## config.mk

```make
export PLATFORM = sky130hd
export DESIGN_NAME = lz_token_context_binarizer_unit
export DESIGN_NICKNAME = d
export VERILOG_FILES = /design/src/rtl/core/lzb_pkg.sv /design/src/rtl/core/lzb_ram.sv /design/src/rtl/core/lzb_front.sv /design/src/rtl/core/lzb_queue.sv /design/src/rtl/core/lzb_back.sv /design/src/rtl/core/lz_token_context_binarizer_unit.sv
export SDC_FILE = /design/constraint.sdc
export NUM_CORES = 2
export LEC_CHECK = 0
export BUFFER_PORTS_ARGS = -buffer_cell sky130_fd_sc_hd__buf_2
export CAP_MARGIN = 20
export CORE_MARGIN = 2
export CORE_UTILIZATION = 34
export CTS_BUF_LIST = sky130_fd_sc_hd__clkbuf_4 sky130_fd_sc_hd__clkbuf_8
export CTS_CLUSTER_SIZE = 8
export DETAILED_ROUTE_END_ITERATION = 12
export PLACE_DENSITY_LB_ADDON = 0.1
export SLEW_MARGIN = 15
export SYNTH_ARGS = -nofsm -noshare
export SYNTH_HDL_FRONTEND = slang
export SYNTH_SLANG_ARGS = --single-unit
```

## constraint.sdc

```tcl
create_clock -name clk -period 26.4 [get_ports clk]
set_clock_uncertainty 0.1 [all_clocks]
set_input_delay 5.28 -clock clk [delete_from_list [all_inputs] [get_ports clk]]
set_output_delay 5.28 -clock clk [all_outputs]
set_load 0.03 [all_outputs]
```

## src/rtl/core/lzb_pkg.sv

```systemverilog
// Shared types and constants for the LZ token context binarizer.
// Holds the channel payload structs, the token descriptor and the sequencer states.
// No dependencies.
`default_nettype none

package lzb_pkg;

	localparam int PROB_W   = 8;
	localparam int CTX_W    = 9;
	localparam int CTX_COUNT = 385;
	localparam int OFS_W    = 15;
	localparam int LEN_W    = 16;
	localparam int GAMMA_W  = 16;
	localparam int Q_DEPTH  = 4;
	localparam int Q_PTR_W  = 2;

	localparam logic [PROB_W-1:0] PROB_INIT  = 8'd128;
	localparam logic [CTX_W-1:0]  CTX_FLAG   = 9'd0;
	localparam logic [CTX_W-1:0]  CTX_TREE   = 9'd1;
	localparam logic [CTX_W-1:0]  CTX_REPEAT = 9'd256;
	localparam logic [CTX_W-1:0]  CTX_OFFSET = 9'd257;
	localparam logic [CTX_W-1:0]  CTX_LENGTH = 9'd321;
	localparam logic [CTX_W-1:0]  CTX_LAST   = 9'd384;

	typedef enum logic [1:0] {
		CMD_LITERAL = 2'd0,
		CMD_MATCH   = 2'd1,
		CMD_END     = 2'd2
	} lzb_cmd_t;

	typedef enum logic [2:0] {
		SQ_IDLE,
		SQ_LIT,
		SQ_REP,
		SQ_OFS,
		SQ_LEN
	} lzb_phase_t;

	typedef struct packed {
		logic [1:0]       command;
		logic [7:0]       literal_byte;
		logic [OFS_W-1:0] match_offset;
		logic [LEN_W-1:0] match_length;
	} lzb_token_t;

	typedef struct packed {
		logic [PROB_W-1:0] step_probability;
		logic              step_bit;
		logic              last_step;
	} lzb_step_t;

	// One classified token, ready for the decision sequencer.
	typedef struct packed {
		lzb_cmd_t           kind;
		logic               emit_rep;
		logic               rep_bit;
		logic               code_ofs;
		logic [7:0]         lit;
		logic [GAMMA_W-1:0] ofs_val;
		logic [GAMMA_W-1:0] len_val;
	} lzb_desc_t;

endpackage

`default_nettype wire

```

## src/rtl/core/lzb_ram.sv

```systemverilog
// Generic single-port-write, single-port-read RAM with a registered read.
// No dependencies.
`default_nettype none

module lzb_ram #(
	parameter int WIDTH = 8,
	parameter int DEPTH = 385
) (
	input  wire logic                     clk,
	input  wire logic                     wr_en,
	input  wire logic [$clog2(DEPTH)-1:0] wr_addr,
	input  wire logic [WIDTH-1:0]         wr_data,
	input  wire logic                     rd_en,
	input  wire logic [$clog2(DEPTH)-1:0] rd_addr,
	output logic      [WIDTH-1:0]         rd_data
);

	logic [WIDTH-1:0] mem_q [DEPTH];

	always_ff @(posedge clk) begin
		if (wr_en) begin
			mem_q[wr_addr] <= wr_data;
		end
		if (rd_en) begin
			rd_data <= mem_q[rd_addr];
		end
	end

endmodule

`default_nettype wire

```

## src/rtl/core/lzb_front.sv

```systemverilog
// Front end: accepts tokens, tracks the repeat-offset state and classifies
// each token into a descriptor for the queue. Depends on lzb_pkg.
`default_nettype none

module lzb_front import lzb_pkg::*; (
	input  wire logic       clk,
	input  wire logic       arst_n,
	input  wire logic       token_valid,
	output logic            token_stall,
	input  wire lzb_token_t token,
	input  wire logic       ready,
	input  wire logic       full,
	output logic            push,
	output lzb_desc_t       push_desc
);

	logic             prev_match_q;
	logic [OFS_W-1:0] recent_q;
	logic             accept;
	logic             known;
	logic             fresh;

	assign token_stall = !ready || full;
	assign accept      = token_valid && !token_stall;

	// A match codes a new offset when it follows a match or differs from the last one.
	assign fresh = prev_match_q || (token.match_offset != recent_q);

	always_comb begin
		known     = 1'b1;
		push_desc = '0;
		case (token.command)
			CMD_LITERAL: begin
				push_desc.kind = CMD_LITERAL;
				push_desc.lit  = token.literal_byte;
			end
			CMD_MATCH: begin
				push_desc.kind     = CMD_MATCH;
				push_desc.emit_rep = !prev_match_q;
				push_desc.rep_bit  = fresh;
				push_desc.code_ofs = fresh;
				push_desc.ofs_val  = {1'b0, token.match_offset} + 16'd1;
				push_desc.len_val  = token.match_length;
			end
			CMD_END: begin
				push_desc.kind     = CMD_END;
				push_desc.emit_rep = !prev_match_q;
				push_desc.rep_bit  = 1'b1;
				push_desc.code_ofs = 1'b1;
				push_desc.ofs_val  = 16'd1;
			end
			default: begin
				known = 1'b0;
			end
		endcase
	end

	assign push = accept && known;

	always_ff @(posedge clk or negedge arst_n) begin
		if (!arst_n) begin
			prev_match_q <= 1'b0;
			recent_q     <= '0;
		end else if (accept) begin
			if (token.command == CMD_LITERAL) begin
				prev_match_q <= 1'b0;
			end else if (token.command == CMD_MATCH) begin
				prev_match_q <= 1'b1;
				if (fresh) begin
					recent_q <= token.match_offset;
				end
			end
		end
	end

endmodule

`default_nettype wire

```

## src/rtl/core/lzb_queue.sv

```systemverilog
// Short descriptor queue between the front end and the decision sequencer.
// Depends on lzb_pkg.
`default_nettype none

module lzb_queue import lzb_pkg::*; (
	input  wire logic      clk,
	input  wire logic      arst_n,
	input  wire logic      push,
	input  wire lzb_desc_t push_desc,
	output logic           full,
	input  wire logic      pop,
	output logic           head_valid,
	output lzb_desc_t      head
);

	lzb_desc_t          slot_q [Q_DEPTH];
	logic [Q_PTR_W-1:0] wr_ptr_q;
	logic [Q_PTR_W-1:0] rd_ptr_q;
	logic [Q_PTR_W:0]   count_q;

	assign full       = (count_q == (Q_PTR_W+1)'(Q_DEPTH));
	assign head_valid = (count_q != '0);
	assign head       = slot_q[rd_ptr_q];

	always_ff @(posedge clk) begin
		if (push) begin
			slot_q[wr_ptr_q] <= push_desc;
		end
	end

	always_ff @(posedge clk or negedge arst_n) begin
		if (!arst_n) begin
			wr_ptr_q <= '0;
			rd_ptr_q <= '0;
			count_q  <= '0;
		end else begin
			if (push) begin
				wr_ptr_q <= wr_ptr_q + 1'b1;
			end
			if (pop) begin
				rd_ptr_q <= rd_ptr_q + 1'b1;
			end
			if (push && !pop) begin
				count_q <= count_q + 1'b1;
			end else if (pop && !push) begin
				count_q <= count_q - 1'b1;
			end
		end
	end

	a_no_overflow: assert property (@(posedge clk) disable iff (!arst_n) push |-> !full)
		else $error("queue written while full");
	a_no_underflow: assert property (@(posedge clk) disable iff (!arst_n) pop |-> head_valid)
		else $error("queue read while empty");

endmodule

`default_nettype wire

```

## src/rtl/core/lzb_back.sv

```systemverilog
// Back end: sequences the binary decisions of each descriptor and runs the
// probability read-modify-write. Depends on lzb_pkg and lzb_ram.
`default_nettype none

module lzb_back import lzb_pkg::*; (
	input  wire logic      clk,
	input  wire logic      arst_n,
	input  wire logic      head_valid,
	input  wire lzb_desc_t head,
	output logic           pop,
	output logic           ready,
	output logic           step_valid,
	input  wire logic      step_stall,
	output lzb_step_t      step
);

	lzb_phase_t         phase_q, phase_d;
	lzb_desc_t          desc_q, desc_d;
	logic [CTX_W-1:0]   ctx_q, ctx_d;
	logic [GAMMA_W-1:0] val_q, val_d;
	logic               half_q, half_d;
	logic [7:0]         lit_q, lit_d;

	logic               have;
	logic               issue;
	logic               more;
	logic [CTX_W-1:0]   sel_ctx;
	logic               sel_bit;
	logic               sel_last;

	logic               clearing_q;
	logic [CTX_W-1:0]   clr_cnt_q;

	logic               valid_s1;
	logic [CTX_W-1:0]   ctx_s1;
	logic               bit_s1;
	logic               last_s1;
	logic               fwd_s1;
	logic               valid_s2;
	lzb_step_t          item_s2;

	logic               adv;
	logic               slot_free;
	logic [PROB_W-1:0]  rd_data;
	logic [PROB_W-1:0]  prob_cur;
	logic [PROB_W-1:0]  prob_new;
	logic [PROB_W-1:0]  last_p_q;
	logic [8:0]         delta;
	logic               wr_en;
	logic [CTX_W-1:0]   wr_addr;
	logic [PROB_W-1:0]  wr_data;

	assign ready      = !clearing_q;
	assign more       = |val_q[GAMMA_W-1:1];
	assign adv        = valid_s1 && (!valid_s2 || !step_stall);
	assign slot_free  = !valid_s1 || adv;
	assign step_valid = valid_s2;
	assign step       = item_s2;

	// Decision selected for this cycle.
	always_comb begin
		have     = 1'b0;
		sel_ctx  = CTX_FLAG;
		sel_bit  = 1'b0;
		sel_last = 1'b0;
		case (phase_q)
			SQ_IDLE: begin
				have    = head_valid;
				sel_bit = (head.kind != CMD_LITERAL);
			end
			SQ_LIT: begin
				have     = 1'b1;
				sel_ctx  = ctx_q;
				sel_bit  = lit_q[7];
				sel_last = ctx_q[7];
			end
			SQ_REP: begin
				have    = 1'b1;
				sel_ctx = CTX_REPEAT;
				sel_bit = desc_q.rep_bit;
			end
			SQ_OFS, SQ_LEN: begin
				have = 1'b1;
				if (more) begin
					sel_ctx = half_q ? (ctx_q + 9'd1) : ctx_q;
					sel_bit = half_q ? val_q[0] : 1'b1;
				end else begin
					sel_ctx  = ctx_q;
					sel_last = (phase_q == SQ_LEN) || (desc_q.kind != CMD_MATCH);
				end
			end
			default: begin
				have = 1'b0;
			end
		endcase
		issue = have && slot_free && !clearing_q;
		pop   = issue && (phase_q == SQ_IDLE);
	end

	// Sequencer next state.
	always_comb begin
		phase_d = phase_q;
		desc_d  = desc_q;
		ctx_d   = ctx_q;
		val_d   = val_q;
		half_d  = half_q;
		lit_d   = lit_q;
		if (issue) begin
			case (phase_q)
				SQ_IDLE: begin
					desc_d = head;
					half_d = 1'b0;
					if (head.kind == CMD_LITERAL) begin
						phase_d = SQ_LIT;
						ctx_d   = CTX_TREE;
						lit_d   = head.lit;
					end else if (head.emit_rep) begin
						phase_d = SQ_REP;
					end else if (head.code_ofs) begin
						phase_d = SQ_OFS;
						ctx_d   = CTX_OFFSET;
						val_d   = head.ofs_val;
					end else begin
						phase_d = SQ_LEN;
						ctx_d   = CTX_LENGTH;
						val_d   = head.len_val;
					end
				end
				SQ_LIT: begin
					if (ctx_q[7]) begin
						phase_d = SQ_IDLE;
					end else begin
						ctx_d = {ctx_q[7:0], sel_bit};
						lit_d = {lit_q[6:0], 1'b0};
					end
				end
				SQ_REP: begin
					half_d = 1'b0;
					if (desc_q.code_ofs) begin
						phase_d = SQ_OFS;
						ctx_d   = CTX_OFFSET;
						val_d   = desc_q.ofs_val;
					end else begin
						phase_d = SQ_LEN;
						ctx_d   = CTX_LENGTH;
						val_d   = desc_q.len_val;
					end
				end
				SQ_OFS, SQ_LEN: begin
					if (more) begin
						if (!half_q) begin
							half_d = 1'b1;
						end else begin
							half_d = 1'b0;
							ctx_d  = ctx_q + 9'd2;
							val_d  = {1'b0, val_q[GAMMA_W-1:1]};
						end
					end else if ((phase_q == SQ_OFS) && (desc_q.kind == CMD_MATCH)) begin
						phase_d = SQ_LEN;
						ctx_d   = CTX_LENGTH;
						val_d   = desc_q.len_val;
						half_d  = 1'b0;
					end else begin
						phase_d = SQ_IDLE;
					end
				end
				default: begin
					phase_d = SQ_IDLE;
				end
			endcase
		end
	end

	always_ff @(posedge clk or negedge arst_n) begin
		if (!arst_n) begin
			phase_q <= SQ_IDLE;
		end else begin
			phase_q <= phase_d;
		end
	end

	always_ff @(posedge clk) begin
		desc_q <= desc_d;
		ctx_q  <= ctx_d;
		val_q  <= val_d;
		half_q <= half_d;
		lit_q  <= lit_d;
	end

	// Clearing pass sets every probability to one half after reset.
	always_ff @(posedge clk or negedge arst_n) begin
		if (!arst_n) begin
			clearing_q <= 1'b1;
			clr_cnt_q  <= '0;
		end else if (clearing_q) begin
			if (clr_cnt_q == CTX_LAST) begin
				clearing_q <= 1'b0;
			end else begin
				clr_cnt_q <= clr_cnt_q + 1'b1;
			end
		end
	end

	// Stage 1: the probability read is in flight.
	always_ff @(posedge clk or negedge arst_n) begin
		if (!arst_n) begin
			valid_s1 <= 1'b0;
			valid_s2 <= 1'b0;
		end else begin
			if (issue) begin
				valid_s1 <= 1'b1;
			end else if (adv) begin
				valid_s1 <= 1'b0;
			end
			if (adv) begin
				valid_s2 <= 1'b1;
			end else if (!step_stall) begin
				valid_s2 <= 1'b0;
			end
		end
	end

	always_ff @(posedge clk) begin
		if (issue) begin
			ctx_s1  <= sel_ctx;
			bit_s1  <= sel_bit;
			last_s1 <= sel_last;
			// Same context as the one being written back this cycle.
			fwd_s1  <= adv && (sel_ctx == ctx_s1);
		end
		if (adv) begin
			last_p_q <= prob_new;
			item_s2  <= '{step_probability: prob_cur, step_bit: bit_s1, last_step: last_s1};
		end
	end

	// Stage 2: adapt the probability toward the coded bit.
	assign prob_cur = fwd_s1 ? last_p_q : rd_data;

	always_comb begin
		if (bit_s1) begin
			delta    = (9'd264 - {1'b0, prob_cur}) >> 4;
			prob_new = prob_cur + delta[PROB_W-1:0];
		end else begin
			delta    = ({1'b0, prob_cur} + 9'd8) >> 4;
			prob_new = prob_cur - delta[PROB_W-1:0];
		end
	end

	assign wr_en   = clearing_q || adv;
	assign wr_addr = clearing_q ? clr_cnt_q : ctx_s1;
	assign wr_data = clearing_q ? PROB_INIT : prob_new;

	lzb_ram #(
		.WIDTH(PROB_W),
		.DEPTH(CTX_COUNT)
	) u_prob_ram (
		.clk    (clk),
		.wr_en  (wr_en),
		.wr_addr(wr_addr),
		.wr_data(wr_data),
		.rd_en  (issue),
		.rd_addr(sel_ctx),
		.rd_data(rd_data)
	);

	a_last_ends_token: assert property (@(posedge clk) disable iff (!arst_n)
		issue && sel_last |=> phase_q == SQ_IDLE)
		else $error("sequencer did not return to idle after the last decision");
	a_quiet_while_clearing: assert property (@(posedge clk) disable iff (!arst_n)
		clearing_q |-> !valid_s1 && !pop)
		else $error("decision issued during the clearing pass");
	a_s1_holds: assert property (@(posedge clk) disable iff (!arst_n)
		valid_s1 && !adv |=> valid_s1 && $stable(ctx_s1) && $stable(bit_s1))
		else $error("stalled decision changed in stage 1");

endmodule

`default_nettype wire

```

## src/rtl/core/lz_token_context_binarizer_unit.sv

```systemverilog
// Top level of the LZ token context binarizer.
// Depends on lzb_pkg, lzb_front, lzb_queue and lzb_back (which holds lzb_ram).
//
// The block takes one LZ token per item (literal, match or end of stream) and
// returns one step item per binary decision, each with the 8-bit probability of
// a one bit as it stood before that decision adapted it. The last step of a
// token carries last_step. A literal gives nine steps; a match gives from
// three to sixty-four steps, and an end of stream two or three. Steps leave at
// one per cycle while step_stall is low, a rate set by the read-modify-write of
// the probability RAM, whose single write port takes one update each cycle.
// The front end classifies tokens and hands them through a four-entry queue,
// so a new token is taken while earlier ones are still being sequenced. After
// reset the block writes the initial probability into every context and holds
// token_stall high while it does so. Reset is needed between streams, since
// the probabilities and the repeat-offset state carry over.
`default_nettype none

module lz_token_context_binarizer_unit import lzb_pkg::*; (
	input  wire logic       clk,
	input  wire logic       arst_n,
	input  wire logic       token_valid,
	output logic            token_stall,
	input  wire lzb_token_t token,
	output logic            step_valid,
	input  wire logic       step_stall,
	output lzb_step_t       step
);

	logic      ready;
	logic      full;
	logic      push;
	lzb_desc_t push_desc;
	logic      pop;
	logic      head_valid;
	lzb_desc_t head;

	// Classification and the repeat-offset bookkeeping.
	lzb_front u_front (
		.clk        (clk),
		.arst_n     (arst_n),
		.token_valid(token_valid),
		.token_stall(token_stall),
		.token      (token),
		.ready      (ready),
		.full       (full),
		.push       (push),
		.push_desc  (push_desc)
	);

	// Decouples token intake from the decision stream.
	lzb_queue u_queue (
		.clk       (clk),
		.arst_n    (arst_n),
		.push      (push),
		.push_desc (push_desc),
		.full      (full),
		.pop       (pop),
		.head_valid(head_valid),
		.head      (head)
	);

	// Decision sequencer, probability memory and output register.
	lzb_back u_back (
		.clk       (clk),
		.arst_n    (arst_n),
		.head_valid(head_valid),
		.head      (head),
		.pop       (pop),
		.ready     (ready),
		.step_valid(step_valid),
		.step_stall(step_stall),
		.step      (step)
	);

endmodule

`default_nettype wire
```

-- After elaboration in Yosys (flattened, before gate mapping)
Memories as Yosys holds them, arrays and structs flattened. A register that Yosys moved wholly into a read port is not among the register bits.
Index checks and enable logic that the tools add are counted.
W data, S select, Z words.
- bits in registers: 138
- RAM bits: 3260
- input bits: 45
- output and inout bits: 12
- logic and storage cells: 182
- memories: 2
- memories (name ; words ; width ; read ports ; clocked after memory_dff ; wr ports ; line ; RTL):
    u_back.u_prob_ram.mem_q ; 385 ; 8 ; 1 ; 1 ; 1 ; lzb_ram.sv:18 ; logic [WIDTH-1:0] mem_q [DEPTH];
    u_queue.slot_q ; 4 ; 45 ; 1 ; 0 ; 1 ; lzb_queue.sv:16 ; lzb_desc_t slot_q [Q_DEPTH];
- add/subtract/negate cells: 12
- equal/unequal tests: 22
- multiplexer cells: 65
- bitwise operators: 2
- reductions and logical operators: 51
- operators by type and width (kind ; count):
    $mux W16 ; 8
    $mux W9 ; 9
    $mux W8 ; 6
    $pmux W16 S3 ; 1
    $pmux W9 S4 ; 1
    $pmux W16 S2 ; 1
    $mux W3 ; 9
    $pmux W9 S3 ; 1
    $mux W1 ; 19
    $add A9 B1 Y9 const B ; 2
    $add A15 B1 Y16 const B ; 1
    $pmux W8 S2 ; 1
    $ne A15 B15 Y1 ; 1
    $reduce_or A15 Y1 ; 1
    $mux W7 ; 2
    $pmux W3 S4 ; 1
    $reduce_and A6 Y1 ; 2
    $reduce_bool A2 Y1 ; 6
    $logic_and A1 B1 Y1 ; 10
    $ne A2 B2 Y1 const B ; 5
    $add A8 B4 Y9 const B ; 1
    $add A9 B2 Y9 const B ; 1
    $eq A9 B9 Y1 ; 1
    $eq A9 B9 Y1 const B ; 1
    33 further kinds ; 61

-- Logic depth before layout (Yosys ltp)
- word-level depth: 10
- gate-level depth with buffers: 19
- mapped depth without buffers: 17

-- Hierarchy
From an unflattened synthesis, not the netlist that was laid out.
- cells, all modules: 6918
- area, all modules: 135123.3 µm²
- by module, submodules not included (module ; instances ; cells each ; area an instance (µm²) ; seq. area each (µm²)):
    lzb_ram ; 1 ; 5948 ; 120524.3 ; 92728.9
    lzb_queue ; 1 ; 269 ; 6909.1 ; 5580.4
    lzb_back ; 1 ; 547 ; 6231.0 ; 3379.5
    lzb_front ; 1 ; 154 ; 1458.9 ; 400.4

-- Least setup slack after synthesis
No wires, ideal clock.
- kind: register to register
- start point: register u_back.fwd_s1
- end point: memory u_back.u_prob_ram.mem_q[0][1], data pin
- setup time: 1.993 ns
- data arrival time: 11.579 ns
- setup slack: 12.728 ns
- cell stages (with the launch flop): 12
- clock period less this slack: 13.672 ns
- cells stage by stage: edfxtp_1 > clkbuf_1 > mux2i_1 > inv_1 > ha_1 > clkbuf_1 > xnor2_1 > ha_1 > mux2_2 > inv_1 > fa_1 > nor2_1
- word-level cells in the longest chain between the ends: 5
- elaborated cells on any way between the ends: 7
- classes of those cells: 4 x add/sub; 3 x mux
- RTL lines (what ; line ; RTL):
    start, declared ; lzb_back.sv:38 ; logic fwd_s1;
    start signal, assigned ; lzb_back.sv:229 ; fwd_s1 <= adv && (sel_ctx == ctx_s1);
    $mux W8 * ; lzb_back.sv:238 ; assign prob_cur = fwd_s1 ? last_p_q : rd_data;
    via u_back.prob_cur[4] ; lzb_back.sv:45 ; logic [PROB_W-1:0] prob_cur;
    $sub A9 B8 Y9 or $add A8 B4 Y9 (tied branches) ; lzb_back.sv:242, lzb_back.sv:245 ;
    $add A8 B5 Y8 or $sub A8 B5 Y8 (tied branches) ; lzb_back.sv:243, lzb_back.sv:246 ;
    $mux W8 * ; lzb_back.sv:241 ; if (bit_s1) begin
    $mux W8 * ; lzb_back.sv:252 ; assign wr_data = clearing_q ? PROB_INIT : prob_new;
    via u_back.u_prob_ram.wr_data[1] ; lzb_ram.sv:12 ; input wire logic [WIDTH-1:0] wr_data,
    end, declared ; lzb_ram.sv:18 ;
Mark *: on every way through the listed nets, which the timed path passes. The rest lies on a longest branch.

-- Worst setup path in the final report
- start point: register u_back.val_q[10]
- end point: register u_back.u_prob_ram.rd_data[5] (read register of u_back.u_prob_ram.mem_q), data pin
- word-level cells in the longest chain between the ends: 3
- RTL lines (what ; line ; RTL):
    start, declared ; lzb_back.sv:20 ; logic [GAMMA_W-1:0] val_q, val_d;
    start signal, assigned ; lzb_back.sv:185 ; val_q <= val_d;
    $reduce_or A15 Y1 ; lzb_back.sv:54 ; assign more = |val_q[GAMMA_W-1:1];
    $mux W9 ; lzb_back.sv:84 ; if (more) begin
    $pmux W9 S3 ; lzb_back.sv:66 ; case (phase_q)
    end, declared ; lzb_ram.sv:15 ; output logic [WIDTH-1:0] rd_data
No other way between the ends.
A chain may end at the register's enable or synchronous reset.

==> results by group <==
Timing
  – Slew headroom: 0.208
  – Worst-margin pin slew: 1.19 ns
  – Fin. Hold Viols: 0
  – Slew Limit Fails: 0
  – Final period util: 0.329
  – Setup TNS Final: 0 ns
  – Final setup violation count: 0
  – Fmax: 115 MHz
  – RSZ-0062 raised after global routing: no
  – Post-layout minimum cycle time: 8.69 ns

Worst setup path
  – Critical setup path kind: reg2reg
  – Cells on worst reg2reg path: 18
  – Worst EP arrival: 9.46 ns
  – Worst path max stage delay: 0.79 ns
  – Crit-path max FO: 115
  – CP required: 27.17 ns
  – CP endpoint kind: flip-flop
  – Crit-path most repeated cell: buf_4
  – CP max stage cell: buf_4
  – CP cell instances: nor4_1 > and4_1 > buf_4 > mux2i_4 > buf_4 > nor2_8 > buf_4 > buf_12 > buf_12 > buf_4 > mux2i_1 > o22ai_1 > or4_1 > nor4_1 > nor4bb_1 > a21oi_1 > buf_4 > o311ai_1
  – Crit path launch type: flip-flop
  – R2R Setup Slk: 17.71 ns

Yosys
  – Sequential-to-total area share from yosys stat: 0.744
  – Post-synth top area share: 0.737
  – Count leader, synth: edfxtp_1
  – Async S/R FF share, synth: 0.0112
  – Synth cell count leaders: edfxtp_1 (3,363), nand2_1 (2,009), nor2_1 (490)
  – Syn. warnings: 0
  – Area leader, netlist: edfxtp_1
  – Area contributors post-synth: edfxtp_1 (74%), nand2_1 (5.5%), mux2i_1 (2.9%)
  – #FFs+latches synth: 3,401
  – Post-synth EDFFs: 3,363
  – Post-Syn Instances: 9,699
  – Syn avg cell area: 14.1 sq um
  – Syn nets: 9,773
  – Main synth FF type: edfxtp_1
  – Cell area after synthesis: 0.137 sq mm
  – Synth unique cells: 89

Route
  – Final WL: 512,000 um
  – WL/cell: 32.6 um
  – DRC: 0
  – Vias/cell: 5.63
  – Final ANT Viol Nets: 0
  – DRT Pass-1 Iters: 6
  – Routed vias: 88,400
  – 1st-iter DRT viols: 10,300

Clock network
  – Clock Path Buffers: 4
  – Htree depth: 6
  – # clock sinks: 3,401
  – Num CTS Buffers: 599
  – Root buffer cell: clkbuf_8
  – Clock-pin slew on the worst setup and hold paths: 0.06 ns
  – CTS tree: yes
  – Postcts setup bufs: 0
  – Post-cts gate resize count: 0
  – Clock latency on the worst-skew pair: 1.19 ns
  – Number of hold buffers added after CTS: 0

Place
  – Post-DP HPWL: 304,000 um
  – PortBufs: 56
  – Placed cell area: 0.143 sq mm
  – Placer Congestion: 0.841
  – Cells after DPL: 14,600

Run
  – Max Cap Violations: 0

Final layout
  – # fillers: 37,700
  – Cell Count, Final, Fillers Out: 15,700
  – Area growth syn-to-layout: 13.1%
  – Nets@finish: 10,000
  – Finished Cell Area: 0.155 sq mm
  – Fraction of layout cells with a size suffix above 1: 0.133

GRT
  – Met2 usage: 0.393
  – Vias in the first global route: 88,800
  – Top Usage Layer GRT: met2
  – First-pass GRT wire length: 707,000 um
  – GRT overflow: 0
  – Met3 Track Usage GR: 0.0408
  – Largest net degree at the start of global routing: 160
  – Gr usage total: 0.245
  – M1 GR Usage: 0.339
  – Initial antenna violation count: 43

Floorplan
  – I/O pins: 57
  – Row Count: 233
  – Die X-Extent: 639 um
  – Die area: 0.408 sq mm
  – Die Ht: 639 um
  – Core box area: 0.402 sq mm
  – Effective utilization at floorplan: 0.341

Hold path
  – Hold Path Class: reg2reg
  – Hold Path Stages: 0

Status
  – Outcome: complete, no violations
[path summary, 6_finish.rpt]
path                                             from                                      to
min reg2reg                  u_back.last_s1$_DFFE_PN_                u_back.step[0]$_DFFE_PP_
max reg2reg                u_back.val_q[10]$_DFFE_PP_  u_back.u_prob_ram.rd_data[5]$_DFFE_PN_
min                          u_back.last_s1$_DFFE_PN_                u_back.step[0]$_DFFE_PP_
max in group asynchronous                      arst_n         u_queue.rd_ptr_q[0]$_DFFE_PN0P_
min in group asynchronous                      arst_n         u_front.recent_q[9]$_DFFE_PN0P_
max                        u_back.val_q[10]$_DFFE_PP_  u_back.u_prob_ram.rd_data[5]$_DFFE_PN_
[cell type report]
type / count / area (sq um) / area share
Clock inverter: 232 / 1380 / 0.00893
Timing Repair Buffer: 314 / 2520 / 0.0163
Multi-Input combinational cell: 5600 / 32200 / 0.208
Antenna cell: 15 / 37.5 / 0.000242
Clock buffer: 817 / 10000 / 0.0646
Inverter: 44 / 186 / 0.00120
Tap cell: 5287 / 6620 / 0.0427
Sequential cell: 3401 / 102000 / 0.658
[worst max-delay path, delay by kind of cell, from the launching register on]
kind / cells / cell delay (ns)
simple gates: 6 / 2.79
mux: 2 / 0.42
buf+inv: 7 / 3.36
flops: 1 / 0.41
compound gates: 3 / 0.87
[stage by stage]
stage | utilization | setup WS (ns) | hold slack, ns
global route | 0.385 | 17.58 | 0.350
CTS | 0.385 | 17.87 | 0.337
detailed placement | 0.357 | 17.37 | 0.324
global placement | 0.357 | 17.26 | 0.311
floorplan | - | 12.73 | 0.300
finish | 0.385 | 17.71 | 0.331
[sequential cells by signal, summed over array words and instances (netlist names), 3 cells and up]
| register | count |
|---|---|
| u_back.u_prob_ram.mem_q | 3080 |
| u_back.clr_cnt_q | 9 |
| u_back.step | 10 |
| u_back.ctx_s1 | 9 |
| u_queue.count_q | 3 |
| u_back.u_prob_ram.rd_data | 8 |
| u_back.desc_q | 35 |
| u_back.ctx_q | 9 |
| u_back.val_q | 16 |
| u_queue.slot_q | 176 |
| u_back.lit_q | 8 |
| u_front.recent_q | 15 |
| u_back.phase_q | 3 |
| u_back.last_p_q | 8 |
[layout by cell type, fill, tap and decap left out, types with 14 or more instances in the layout]
cell,instances
nand2_4,22
mux2i_1,399
clkinv_2,43
a32oi_1,41
inv_1,37
o221ai_1,14
nor3_1,50
a311oi_1,135
clkbuf_8,619
edfxtp_1,3363
buf_12,23
nor2_1,478
buf_2,57
mux4_2,44
clkinvlp_4,24
a211oi_1,245
xnor2_1,32
o22ai_1,144
a31oi_1,179
clkbuf_4,198
a221o_1,20
a22oi_1,26
ha_1,27
mux2_2,23
dfrtp_1,35
buf_4,231
o21ai_0,115
nor4_1,66
a21oi_1,378
nand4_1,58
or4_1,26
diode_2,15
nand3_1,437
clkinv_1,142
nand2_1,1981
and3_1,306
a221oi_1,28
a211o_1,21
and2_1,26
xor2_1,36
[routing by layer]
metal | part of all wire | vias to the layer above
li1 | - | 37500
met1 | 0.43 | 46200
met2 | 0.47 | 3936
met3 | 0.073 | 734
met4 | 0.029 | 12
met5 | 0.00017 | -
[logic make-up after synthesis]
kind of cell    Yosys count  share of synthesized area
buf+inv                 698                     0.0240
flops                  3401                      0.744
fa+ha+maj                30                    0.00283
mux                     468                     0.0385
xor+xnor                 68                    0.00435
simple gates           3541                      0.112
compound gates         1493                     0.0738
Power is not shown: default switching activity piles up to over one toggle a cycle in this logic, so the estimate is an artifact.
